File: src/hw/rtl/pso_pkg.sv
package pso_pkg;

    // Store, table and phase geometry
    localparam int STRING_DEPTH = 2048;
    localparam int SINE_ENTRIES = 256;
    localparam int PHASE_BITS   = 24;

    localparam int IDX_W     = $clog2(STRING_DEPTH);
    localparam int LEN_W     = $clog2(STRING_DEPTH + 1);
    localparam int SINE_BITS = $clog2(SINE_ENTRIES);

    // Register file geometry
    localparam int CFG_ADDR_W = 2;
    localparam int CFG_DATA_W = 24;
    localparam int WAVE_W     = 3;
    localparam int STRLEN_W   = 12;

    localparam logic [CFG_ADDR_W-1:0] REG_WAVEFORM   = 2'd0;
    localparam logic [CFG_ADDR_W-1:0] REG_PHASE_INC  = 2'd1;
    localparam logic [CFG_ADDR_W-1:0] REG_STRING_LEN = 2'd2;

    localparam logic [WAVE_W-1:0] WAVE_SINE     = 3'd0;
    localparam logic [WAVE_W-1:0] WAVE_SQUARE   = 3'd1;
    localparam logic [WAVE_W-1:0] WAVE_SAW      = 3'd2;
    localparam logic [WAVE_W-1:0] WAVE_TRIANGLE = 3'd3;
    localparam logic [WAVE_W-1:0] WAVE_STRING   = 3'd4;

    localparam logic FUNC_TICK   = 1'b0;
    localparam logic FUNC_EXCITE = 1'b1;

    // Damping and noise constants
    localparam logic [15:0]        DAMP_RESET = 16'd65405;
    localparam logic signed [18:0] DAMP_BASE  = 19'sd65405;
    localparam logic signed [18:0] DAMP_MIN   = 19'sd64553;
    localparam logic signed [18:0] DAMP_MAX   = 19'sd65503;
    localparam logic signed [7:0]  NOTE_MID   = 8'sd60;
    localparam logic signed [14:0] NOTE_SLOPE = 15'sd13981;
    localparam logic [31:0]        LCG_MUL    = 32'd1664525;
    localparam logic [31:0]        LCG_ADD    = 32'd1013904223;
    localparam logic [31:0]        LCG_SEED   = 32'd1;
    localparam logic signed [16:0] NOISE_GAIN = 17'sd26214;

    typedef longint unsigned u64_t;

    localparam u64_t HALF_PI_Q30 = 64'd1686629713;

    // One write into the string store
    typedef struct packed {
        logic                    en;
        logic [IDX_W-1:0]        addr;
        logic signed [15:0]      data;
    } mem_wr_t;

    // One step of a fill or clearing sweep
    typedef struct packed {
        logic             valid;
        logic [IDX_W-1:0] addr;
        logic             noise;
    } sweep_issue_t;

    typedef logic [15:0] sine_table_t [0:SINE_ENTRIES];

    // Quarter-wave sine in Q1.15, Taylor series to the x^15 term in Q30
    function automatic sine_table_t build_sine();
        sine_table_t       t;
        u64_t              a;
        u64_t              a2;
        u64_t              term;
        longint            sum;
        longint            q;
        for (int m = 0; m <= SINE_ENTRIES; m++) begin
            a    = (u64_t'(m) * HALF_PI_Q30) >> SINE_BITS;
            a2   = (a * a) >> 30;
            term = a;
            sum  = longint'(a);
            // Odd terms x^3 .. x^15 with alternating sign
            term = ((term * a2) >> 30) / 64'd6;
            sum  = sum - longint'(term);
            term = ((term * a2) >> 30) / 64'd20;
            sum  = sum + longint'(term);
            term = ((term * a2) >> 30) / 64'd42;
            sum  = sum - longint'(term);
            term = ((term * a2) >> 30) / 64'd72;
            sum  = sum + longint'(term);
            term = ((term * a2) >> 30) / 64'd110;
            sum  = sum - longint'(term);
            term = ((term * a2) >> 30) / 64'd156;
            sum  = sum + longint'(term);
            term = ((term * a2) >> 30) / 64'd210;
            sum  = sum - longint'(term);
            q = (sum > 0) ? ((sum + 64'sd16384) >>> 15) : 64'sd0;
            if (q > 64'sd32767) begin
                q = 64'sd32767;
            end
            t[m] = 16'(q);
        end
        return t;
    endfunction

    localparam sine_table_t SINE_TABLE = build_sine();

endpackage

File: src/hw/rtl/pso_noise.sv
module pso_noise (
    input  logic                  aclk,
    input  logic                  aresetn,
    input  pso_pkg::sweep_issue_t issue,
    output pso_pkg::mem_wr_t      wr
);
    import pso_pkg::*;

    logic [31:0]      rng_reg;
    logic [31:0]      rng_next;
    logic             pend_reg;
    logic [IDX_W-1:0] addr_reg;
    logic             noise_reg;

    logic signed [15:0] centred;
    logic signed [32:0] scaled;

    // Advance the generator once per noise entry
    always_comb begin
        rng_next = rng_reg;
        if (issue.valid && issue.noise) begin
            rng_next = rng_reg * LCG_MUL + LCG_ADD;
        end
    end

    always_ff @(posedge aclk) begin
        if (!aresetn) begin
            rng_reg  <= LCG_SEED;
            pend_reg <= 1'b0;
        end else begin
            rng_reg  <= rng_next;
            pend_reg <= issue.valid;
        end
    end

    always_ff @(posedge aclk) begin
        addr_reg  <= issue.addr;
        noise_reg <= issue.noise;
    end

    // Centre bits 23..8 and scale by 0.8, floor shift
    assign centred = $signed({~rng_reg[23], rng_reg[22:8]});
    assign scaled  = centred * NOISE_GAIN;

    always_comb begin
        wr.en   = pend_reg;
        wr.addr = addr_reg;
        wr.data = noise_reg ? scaled[30:15] : 16'sd0;
    end

endmodule

File: config.mk
export PLATFORM = sky130hd
export DESIGN_NAME = pso_noise
export DESIGN_NICKNAME = d
export VERILOG_FILES = /design/src/hw/rtl/pso_pkg.sv /design/src/hw/rtl/pso_noise.sv
export SDC_FILE = /design/constraint.sdc
export NUM_CORES = 1
export LEC_CHECK = 0
export ABC_CLOCK_PERIOD_IN_PS = 6800
export BUFFER_PORTS_ARGS = -buffer_cell sky130_fd_sc_hd__buf_2
export CORE_MARGIN = 4
export CORE_UTILIZATION = 59
export CTS_CLUSTER_DIAMETER = 150
export CTS_CLUSTER_SIZE = 24
export DETAILED_ROUTE_END_ITERATION = 8
export PLACE_DENSITY = 0.8
export SETUP_SLACK_MARGIN = 0.15
export SLEW_MARGIN = 30
export SYNTH_ARGS = -nofsm -noshare
export SYNTH_HDL_FRONTEND = slang
export SYNTH_SLANG_ARGS = --single-unit
File: constraint.sdc
create_clock -name aclk -period 6.8 [get_ports aclk]
set_clock_uncertainty 0.15 [all_clocks]
set_input_delay 1.36 -clock aclk [delete_from_list [all_inputs] [get_ports aclk]]
set_output_delay 1.36 -clock aclk [all_outputs]
set_load 0.005 [all_outputs]
==> impl_metrics.py, run 1 <==
metrics = {
    "outcome": {
        "status": "complete, but fails checks",
        "violations": "setup timing",
    },
    "detailed_routing": {
        "routed_wirelength_um": 26600,
        "drc_errors": 0,
        "drtIter0Drc": 618,
        "wl_per_cell_um": 18.8,
        "ant_nets": 0,
        "vias_per_cell": 5.64,
        "dr_total_vias": 7972,
        "dr.pass1.iters": 5,
    },
    "logic_synthesis": {
        "netlist_area_mm2": 0.00985,
        "ys.flop_type": "dfxtp_1",
        "syn_inst": 1092,
        "synth-async-reset-ratio_pct": 0,
        "ys_seq_area_share_pct": 7.52,
        "yosys_warnings": 0,
        "syn_nets": 1453,
        "yosysUniqueCellTypes": 60,
        "synth_edf_count": 0,
        "syn_avg_cell_area_um2": 9.02,
        "ys_ff_latch": 37,
    },
    "critical_path": {
        "path_delay_family": "adder cells",
        "cp-startpoint": "rng_reg[11]",
        "crit_path_cell_trace": "buf_6, ha_4, inv_2, fa_2, fa_1, fa_1, fa_1, inv_1, fa_1, inv_2, ha_4, a21o_1, a21oi_2, o21bai_2, a221o_1, o21ai_4, a21oi_2, mux2i_1, buf_2",
        "max_stage_delay_ns": 0.55,
        "worst-path-max-fanout": 5,
        "cp.required_ns": 5.29,
        "setup.worst_path.start_class": "flip-flop",
        "crit_buf_inv": 5,
        "crit_path_frequent_cell": "fa_1",
        "end_kind": "output port",
        "worstReg2RegStart": "rng_reg[1]",
        "slowest_stage": "fa_1",
        "arrival_ns": 5.37,
        "critical_path_class": "flip-flop to output port",
    },
    "clock_network": {
        "cts_root_buffer": "clkbuf_16",
        "ctsHoldBuffers": 0,
        "clock_sinks": 37,
        "path_clk_slew_ns": 0.07,
        "cts_tree": "done",
        "h-tree-depth": 2,
        "cts_buffers": 5,
        "clock_path_buffers": 2,
        "insertion_delay_ns": 0.30,
    },
    "finish": {
        "drive_gt1_share_pct": 21.0,
        "syn2layout_area_growth_pct": 18.0,
        "antenna_cells": 0,
        "nNetsFinal": 1558,
        "fillers": 1075,
        "largest_reg_flops": 24,
    },
    "global_route": {
        "grt_pass1_wl_um": 41000,
        "grt_max_degree": 28,
        "grt_pass1_vias": 8392,
        "grt_usage_pct": 28.0,
        "antenna_found_initial": 0,
        "grt-ovfl-total": 0,
    },
    "timing": {
        "hold_viol": 0,
        "rsz0062_at_grt": "yes",
        "worst-slew-pin-transition_ns": 0.708,
        "finalSetupViolCount": 6,
        "slew_viol_final": 0,
        "max_freq_ghz": 0.145,
        "slew_headroom_pct": 52.5,
        "fin_crit_sh_pct": 101,
        "period_needed_ns": 6.88,
        "fin_ws_ns": -0.0835,
        "fin_tns_setup_ns": -0.302,
    },
    "place": {
        "dp_hpwl_um": 19600,
        "pre_cts_slack_ns": -0.0305,
        "gp_congestion": 0.934,
        "port_buffers": 42,
    },
    "floorplan": {
        "dieArea_mm2": 0.0188,
        "core_area_mm2": 0.0161,
        "die_h_um": 137,
        "ios": 43,
        "die_w_um": 137,
        "rows": 46,
        "start_util_pct": 61.1,
    },
    "job": {
        "max-cap-violations": 0,
    },
    "hold_path": {
        "hp-start": "rng_reg[16]",
        "hp-class": "flip-flop to flip-flop",
    },
}
-- layer usage --
| layer | part of all wire (%) | vias up | wire, um | global-route usage [%] |
|---|---|---|---|---|
| met5 | 0 | - | 0 | 0 |
| met4 | 4.3 | 0 | 1150 | 8.31 |
| met1 | 39 | 3882 | 10500 | 37.4 |
| li1 | - | 3593 | - | - |
| met2 | 48 | 399 | 12700 | 47.0 |
| met3 | 8.4 | 98 | 2230 | 4.75 |
-- final cells by class --
type                       instances  area [um^2]  area share, %
inverter                         338         1270           11.0
tap                              216          270           2.33
multi-input combinational        705         8390           72.2
clock inverter                     2         16.3          0.140
sequential                        37          788           6.79
clock buffer                       6          150           1.29
timing repair buffer             110          728           6.27
-- worst reg2reg max path: stages (launching register included) --
cell and delay [ns]:
dfxtp_1 0.58, inv_1 0.27, ha_1 0.43, xor2_2 0.30, xor2_1 0.23, fa_1 0.50, fa_1 0.56, fa_1 0.57
inv_1 0.06, fa_1 0.52, inv_1 0.05, fa_1 0.53, inv_1 0.04, ha_1 0.37, a21o_1 0.20, a21o_1 0.20
or3_1 0.33, o2111a_1 0.25, a211oi_2 0.13
-- cell usage after synthesis (all sizes together) (2+ instances only) --
library cell  number  area [um^2]
o21bai             3         22.5
a31o               3         26.3
o21ai             26          130
and3               3         18.8
nand2b             4         25.0
o211ai             2         15.0
clkbuf            10         37.5
nand3             14         70.1
and4               4         35.0
o311ai             2         17.5
o2111ai            2         35.0
or2                2         12.5
mux2i             13          130
nand4              2         12.5
nor3b              2         15.0
nor2              34          128
a21o              19          143
nor2b              6         45.0
o31a               2         17.5
buf                2         11.3
and2               5         31.3
o21a              12         90.1
o211a              2         27.5
nand2             47          176
nand4b             2         17.5
ha               193         2410
dfxtp             37          741
a21oi             41          205
or4                2         15.0
fa               153         3060
a31oi              2         12.5
xnor2             43          377
or3                6         37.5
xor2              14          123
a211oi            10         80.1
inv              337         1260
nor3              16         85.1
-- timing repair --
item,in CTS,in global routing
setup buffers,12,9
resized for setup,97,49
pin swaps,67,49
endpoints found under the setup margin,15,16
-- layout by cell type (no fill, tap or decap), types with 6 or more instances in the layout --
master,n
xor2_1,11
fa_1,146
dfxtp_4,12
o21a_1,11
nor3_1,10
inv_1,309
buf_2,42
dfxtp_1,23
nor2_1,31
xnor2_1,42
a21o_1,19
a21oi_2,6
ha_4,29
buf_4,66
clkbuf_16,6
a21oi_1,34
ha_1,160
fa_2,7
or3_1,6
inv_2,27
nand3_1,13
mux2i_1,13
o21ai_0,17
nand2_1,46
-- through the flow --
stage | hold slack (ns) | std cells | util (%) | cell area (um^2)
after CTS | 0.415 | 1405 | 70.6 | 11400
after detailed placement | 0.418 | 1385 | 66.0 | 10600
after floorplan | 0.347 | 1092 | - | 9850
final | 0.410 | 1414 | 72.1 | 11600
after global placement | 0.369 | 1385 | 66.0 | 10600
after global routing | 0.426 | 1414 | 72.1 | 11600
-- worst paths after layout --
path,end,slack (ns),cells past startpoint
setup / recovery,wr[12],-0.08,19
hold / removal,rng_reg[16],0.41,2
setup reg to reg,rng_reg[23],0.43,18
hold reg to reg,rng_reg[16],0.41,2
-- kinds of logic (layout without fill, tap and decap cells) --
| family | after synthesis | after routing | synth area share [%] |
|---|---|---|---|
| buffers and inverters | 350 | 456 | 13.4 |
| adders and majority gates | 346 | 346 | 55.6 |
| and+or+nand+nor | 151 | 151 | 7.53 |
| AOI/OAI and AO/OA | 138 | 138 | 9.54 |
| xor gates and xnor gates | 57 | 57 | 5.07 |
| DFF | 37 | 37 | 7.52 |
| muxes | 13 | 13 | 1.32 |
Power of run 1 is left out: the tool's default activity adds up to more than one toggle a clock period on the data nets, which glitch-free logic cannot reach.
==> inputs of run 2 (changes only) <==
--- a/config.mk
+++ b/config.mk
@@ -7,12 +7,14 @@
 export LEC_CHECK = 0
 export ABC_CLOCK_PERIOD_IN_PS = 6800
 export BUFFER_PORTS_ARGS = -buffer_cell sky130_fd_sc_hd__buf_2
+export CELL_PAD_IN_SITES_DETAIL_PLACEMENT = 2
+export CELL_PAD_IN_SITES_GLOBAL_PLACEMENT = 2
 export CORE_MARGIN = 4
-export CORE_UTILIZATION = 59
+export CORE_UTILIZATION = 37
 export CTS_CLUSTER_DIAMETER = 150
 export CTS_CLUSTER_SIZE = 24
 export DETAILED_ROUTE_END_ITERATION = 8
-export PLACE_DENSITY = 0.8
+export PLACE_DENSITY_LB_ADDON = 0.1
 export SETUP_SLACK_MARGIN = 0.15
 export SLEW_MARGIN = 30
 export SYNTH_ARGS = -nofsm -noshare
==> impl_metrics.py, run 2 (same netlist as run 1, synthesis figures left out) <==
metrics = {
    "outcome": {
        "status": "complete, but fails checks",
        "violations": "setup timing",
    },
    "critical_path": {
        "worst-path-max-fanout": 3,
        "setup.worst_path.start_class": "flip-flop",
        "worstReg2RegStart": "rng_reg[1]",
        "r2r_end": "rng_reg[23]",
        "critical_path_class": "flip-flop to output port",
        "reg2reg_depth": 18,
        "end_kind": "output port",
        "timing.reg2reg.setup_slack_ns": 0.63,
        "arrival_ns": 5.30,
        "cp.required_ns": 5.29,
    },
    "floorplan": {
        "die_h_um": 171,
        "dieArea_mm2": 0.0293,
        "core_area_mm2": 0.0261,
        "start_util_pct": 37.7,
        "rows": 59,
        "ios": 43,
        "die_w_um": 171,
    },
    "global_route": {
        "grt_max_degree": 28,
        "grt_pass1_vias": 9344,
        "grt_pass1_wl_um": 53200,
        "grt-ovfl-total": 0,
        "antenna_found_initial": 0,
        "grt_usage_pct": 23.9,
    },
    "detailed_routing": {
        "ant_nets": 0,
        "drtIter0Drc": 303,
        "dr.pass1.iters": 4,
        "drc_errors": 0,
        "wl_per_cell_um": 21.7,
        "vias_per_cell": 5.03,
        "dr_total_vias": 7825,
        "routed_wirelength_um": 33700,
    },
    "clock_network": {
        "cts_buffers": 5,
        "h-tree-depth": 2,
        "ctsHoldBuffers": 0,
        "path_clk_slew_ns": 0.07,
        "insertion_delay_ns": 0.30,
        "cts_tree": "done",
        "clock_path_buffers": 2,
        "cts_root_buffer": "clkbuf_16",
        "clock_sinks": 37,
    },
    "timing": {
        "slew_viol_final": 0,
        "period_needed_ns": 6.81,
        "hold_viol": 0,
        "finalSetupViolCount": 1,
        "rsz0062_at_grt": "yes",
        "max_freq_ghz": 0.147,
        "slew_headroom_pct": 43.8,
        "worst-slew-pin-transition_ns": 0.837,
        "fin_hold_ws_ns": 0.377,
        "fin_crit_sh_pct": 100,
        "fin_ws_ns": -0.0138,
    },
    "finish": {
        "drive_gt1_share_pct": 22.6,
        "seq_area_um2": 786,
        "multiInputGateArea_mm2": 0.00841,
        "largest_reg_flops": 24,
        "final_common_cell": "inv_1",
        "fin_util_pct": 45.8,
        "layout_common_cells": "310 x inv_1, 160 x ha_1, 147 x fa_1, 81 x buf_4, 46 x nand2_1",
        "final_area_mm2": 0.0120,
        "antenna_cells": 0,
        "syn2layout_area_growth_pct": 21.6,
        "nNetsFinal": 1580,
        "fillers": 2864,
    },
    "job": {
        "max-cap-violations": 0,
    },
    "hold_path": {
        "hp-class": "flip-flop to flip-flop",
        "hp-start": "rng_reg[17]",
        "whs_path_depth": 2,
        "min_to": "rng_reg[17]",
    },
    "place": {
        "dpl_cell_area_mm2": 0.0110,
        "port_buffers": 42,
        "gp_congestion": 0.845,
        "dp_hpwl_um": 27700,
    },
}
==> run 2: changes by cell type in the layout (fill, tap and decap cells not counted), moves of 2 or more <==
cell / previous run / this run
a21oi_1: 34 / 32
dfxtp_1: 23 / 21
dfxtp_2: 2 / 6
a21oi_4: 1 / 3
xor2_2: 3 / 1
inv_2: 27 / 24
inv_4: 0 / 2
dfxtp_4: 12 / 10
ha_4: 29 / 26
ha_2: 4 / 7
buf_6: 2 / 9
buf_4: 66 / 81
==> run 2: how the worst max path moves through the flow <==
stage	from	to	slack [ns]	cells after the start
final	rng_reg[15]	wr[9]	-0.01	20
after global routing	rng_reg[12]	wr[13]	-0.23	21
after CTS	rng_reg[12]	wr[13]	-0.002	22
after detailed placement	rng_reg[15]	wr[9]	-0.19	20
after global placement	rng_reg[15]	wr[9]	0.02	21
after floorplan	rng_reg[16]	wr[9]	0.24	18
==> run 2: metrics by stage <==
| stage | setup slack, ns | TNS [ns] | instances |
|---|---|---|---|
| final | -0.0138 | -0.0138 | 1555 |
| after detailed placement | -0.186 | -0.565 | 1531 |
| after CTS | -0.00167 | -0.00167 | 1553 |
| after floorplan | 0.236 | 0 | 1092 |
| after global routing | -0.234 | -1.95 | 1555 |
| after global placement | 0.0155 | 0 | 1531 |
==> run 2: final cells by class <==
cell class | count | share of cell area, %
clock inverters | 2 | 0.136
multi-input cells | 705 | 70.2
flip-flops and latches | 37 | 6.56
well taps | 335 | 3.50
repair buffers | 132 | 7.68
clock buffers | 6 | 1.25
inverters | 338 | 10.7
==> run 2: layer usage <==
layer | global-route usage (%) | part of all wire, % | vias to the layer above
met1 | 33.1 | 46 | 4046
met3 | 2.50 | 3.9 | 28
met5 | 0 | 0 | -
met2 | 41.2 | 49 | 115
met4 | 3.93 | 1.2 | 0
li1 | - | - | 3636
==> run 2: critical path: stages (launching register included) <==
cell and delay, ns:
dfxtp_4 0.37, ha_4 0.29, buf_6 0.10, fa_2 0.43
fa_1 0.51, inv_2 0.05, fa_1 0.54, inv_2 0.04
fa_1 0.52, inv_1 0.05, fa_1 0.49, inv_2 0.05
ha_4 0.16, a211oi_2 0.24, nand2_1 0.12, a211oi_2 0.18
a21oi_2 0.13, a21o_1 0.24, a21oi_2 0.17, mux2i_1 0.19
buf_2 0.13
==> run 2: what timing repair did <==
action                     4_1_cts  5_1_grt
pin swaps                       86       20
setup endpoints to repair       15       15
setup buffers                   14        2
gates resized for setup        122       37
Power of run 2 is left out for the same reason.
==> inputs of run 3 (changes only) <==
--- a/config.mk
+++ b/config.mk
@@ -5,17 +5,20 @@
 export SDC_FILE = /design/constraint.sdc
 export NUM_CORES = 1
 export LEC_CHECK = 0
+export ABC_AREA = 1
 export ABC_CLOCK_PERIOD_IN_PS = 6800
 export BUFFER_PORTS_ARGS = -buffer_cell sky130_fd_sc_hd__buf_2
 export CELL_PAD_IN_SITES_DETAIL_PLACEMENT = 2
 export CELL_PAD_IN_SITES_GLOBAL_PLACEMENT = 2
 export CORE_MARGIN = 4
-export CORE_UTILIZATION = 37
+export CORE_UTILIZATION = 35
 export CTS_CLUSTER_DIAMETER = 150
 export CTS_CLUSTER_SIZE = 24
 export DETAILED_ROUTE_END_ITERATION = 8
 export PLACE_DENSITY_LB_ADDON = 0.1
+export RECOVER_POWER = 100
 export SETUP_SLACK_MARGIN = 0.15
+export SKIP_LAST_GASP = 1
 export SLEW_MARGIN = 30
 export SYNTH_ARGS = -nofsm -noshare
 export SYNTH_HDL_FRONTEND = slang
==> impl_metrics.py, run 3 <==
metrics = {
    "logic_synthesis": {
        "syn_inst": 1392,
        "syn_nets": 1753,
        "yosys_warnings": 0,
        "ys_ff_latch": 37,
        "yosys.cell_count.top_type": "inv_1",
        "synth_edf_count": 0,
        "syn_avg_cell_area_um2": 7.68,
        "ys_seq_area_share_pct": 6.93,
        "synth.top_cell.area_share_pct": 28.6,
        "netlist_area_mm2": 0.0107,
        "ys_top_cells_by_area": "fa_1 29%, ha_1 23%, inv_1 15%",
        "synthTopCellsByCount": "427 x inv_1, 193 x ha_1, 181 x nand2_1, 153 x fa_1, 94 x nor2_1",
        "synth-async-reset-ratio_pct": 0,
        "yosysTopAreaCell": "fa_1",
        "yosysUniqueCellTypes": 44,
        "ys.flop_type": "dfxtp_1",
    },
    "clock_network": {
        "h-tree-depth": 2,
        "cts_buffers": 5,
        "cts_root_buffer": "clkbuf_16",
        "cts_tree": "done",
        "clock_path_buffers": 2,
        "insertion_delay_ns": 0.30,
        "clock_sinks": 37,
        "path_clk_slew_ns": 0.07,
    },
    "critical_path": {
        "arrival_ns": 5.22,
        "worst-path-max-fanout": 4,
        "worstReg2RegStart": "rng_reg[0]",
        "end_kind": "output port",
        "reg2reg_depth": 21,
        "crit_path_cell_trace": "ha_4, xor2_4, ha_2, inv_1, nand2_1, fa_1, inv_1, fa_1, inv_1, fa_1, inv_1, fa_1, inv_1, ha_4, nand2_4, o21ai_1, o21bai_1, a21o_1, o21ai_1, a21oi_1, buf_2",
        "crit_buf_inv": 6,
        "r2r_end": "rng_reg[22]",
        "path_delay_family": "adder cells",
        "cp.depth": 21,
        "critical_path_class": "flip-flop to output port",
        "crit_path_frequent_cell": "inv_1",
        "slowest_stage": "fa_1",
        "setup.worst_path.start_class": "flip-flop",
        "cp.required_ns": 5.29,
        "max_stage_delay_ns": 0.55,
        "timing.reg2reg.setup_slack_ns": 0.67,
    },
    "place": {
        "dpl_cell_area_mm2": 0.0117,
        "dp_hpwl_um": 34000,
        "gp_congestion": 0.924,
        "port_buffers": 42,
        "pre_cts_slack_ns": 0.0468,
    },
    "global_route": {
        "grt_max_degree": 26,
        "grt_pass1_vias": 11200,
        "grt_usage_pct": 24.5,
        "antenna_found_initial": 0,
        "grt-ovfl-total": 0,
        "grt_pass1_wl_um": 63300,
    },
    "detailed_routing": {
        "routed_wirelength_um": 41500,
        "dr.pass1.iters": 6,
        "ant_nets": 0,
        "vias_per_cell": 4.99,
        "wl_per_cell_um": 21.9,
        "drtIter0Drc": 366,
        "drc_errors": 0,
        "dr_total_vias": 9484,
    },
    "finish": {
        "fin_util_pct": 43.5,
        "syn2layout_area_growth_pct": 21.6,
        "nNetsFinal": 1869,
        "final_common_cell": "inv_1",
        "drive_gt1_share_pct": 20.6,
        "antenna_cells": 0,
        "final_area_mm2": 0.0130,
        "largest_reg_flops": 24,
        "layout_common_cells": "393 x inv_1, 160 x nand2_1, 160 x ha_1, 148 x fa_1, 77 x nor2_1",
    },
    "timing": {
        "worst-slew-pin-transition_ns": 0.788,
        "hold_viol": 0,
        "finalSetupViolCount": 0,
        "max_freq_ghz": 0.149,
        "rsz0062_at_grt": "yes",
        "slew_headroom_pct": 47.4,
        "slew_viol_final": 0,
        "period_needed_ns": 6.73,
        "fin_crit_sh_pct": 98.9,
        "fin_ws_ns": 0.0714,
    },
    "floorplan": {
        "ios": 43,
        "die_w_um": 183,
        "dieArea_mm2": 0.0334,
        "die_h_um": 183,
        "rows": 63,
        "start_util_pct": 35.8,
        "core_area_mm2": 0.0299,
    },
    "hold_path": {
        "whs_path_depth": 2,
        "hp-start": "rng_reg[2]",
        "min_to": "rng_reg[2]",
        "hp-class": "flip-flop to flip-flop",
    },
    "job": {
        "max-cap-violations": 0,
    },
    "outcome": {
        "status": "finished, final reports clean",
    },
}
==> run 3: kinds of logic (layout without fill, tap and decap cells) <==
group | count (synthesis) | in the layout | synth area share, %
AND/OR/NAND/NOR | 365 | 365 | 14.5
XOR/XNOR | 33 | 33 | 2.70
AO/OA/AOI/OAI | 168 | 168 | 8.79
multiplexers | 1 | 1 | 0.105
adder cells (fa/ha/maj) | 346 | 346 | 51.2
buffers and inverters | 442 | 559 | 15.7
flip-flops | 37 | 37 | 6.93
==> run 3: worst max path at each step <==
stage,endpoint,start,slack [ns]
after detailed placement,wr[8],rng_reg[13],0.05
after global placement,wr[13],rng_reg[16],0.15
after global routing,wr[13],rng_reg[12],-0.15
final,wr[4],rng_reg[12],0.07
after floorplan,wr[10],rng_reg[23],0.36
after CTS,wr[8],rng_reg[13],0.15
==> run 3: worst reg2reg max path: stages (launching register included) <==
cell and delay (ns):
dfxtp_1 0.52, ha_1 0.36, inv_1 0.09, fa_1 0.48
inv_1 0.07, fa_1 0.51, fa_1 0.55, inv_1 0.06
fa_1 0.53, inv_1 0.06, fa_1 0.57, inv_1 0.09
fa_1 0.56, inv_1 0.05, ha_1 0.34, nand2_1 0.12
nor3_1 0.29, nand4_1 0.20, nand4_1 0.15, nand3_1 0.10
o211ai_1 0.12, inv_1 0.05
==> run 3: per-stage QoR <==
| step | setup TNS [ns] | hold slack [ns] | cells |
|---|---|---|---|
| after CTS | 0 | 0.378 | 1881 |
| after global routing | -0.905 | 0.435 | 1899 |
| after detailed placement | 0 | 0.369 | 1856 |
| after global placement | 0 | 0.349 | 1856 |
| final | 0 | 0.380 | 1899 |
| after floorplan | 0 | 0.381 | 1392 |
==> run 3: timing repair <==
| action | CTS | global route |
|---|---|---|
| buffers inserted | 17 | 18 |
| resized for setup | 127 | 119 |
| hold buffers | 0 | 0 |
| gates cloned | 0 | 0 |
| pin swaps | 32 | 97 |
| setup endpoints to repair | 16 | 16 |
==> run 3: layer usage <==
metal	GRT usage, %	wire length (um)	vias up
met1	33.7	19200	4866
met2	42.4	20200	149
li1	-	-	4440
met5	0	0	-
met3	3.49	1760	29
met4	3.40	421	0
==> run 3: layout make-up <==
class / instances / area (um^2)
fill: 3453 / 16900
inverter: 433 / 1650
clock inverter: 3 / 68.8
multi-input combinational: 913 / 9110
tap: 390 / 488
timing repair buffer: 118 / 778
sequential: 37 / 779
clock buffer: 5 / 125
Power of run 3 is left out for the same reason.
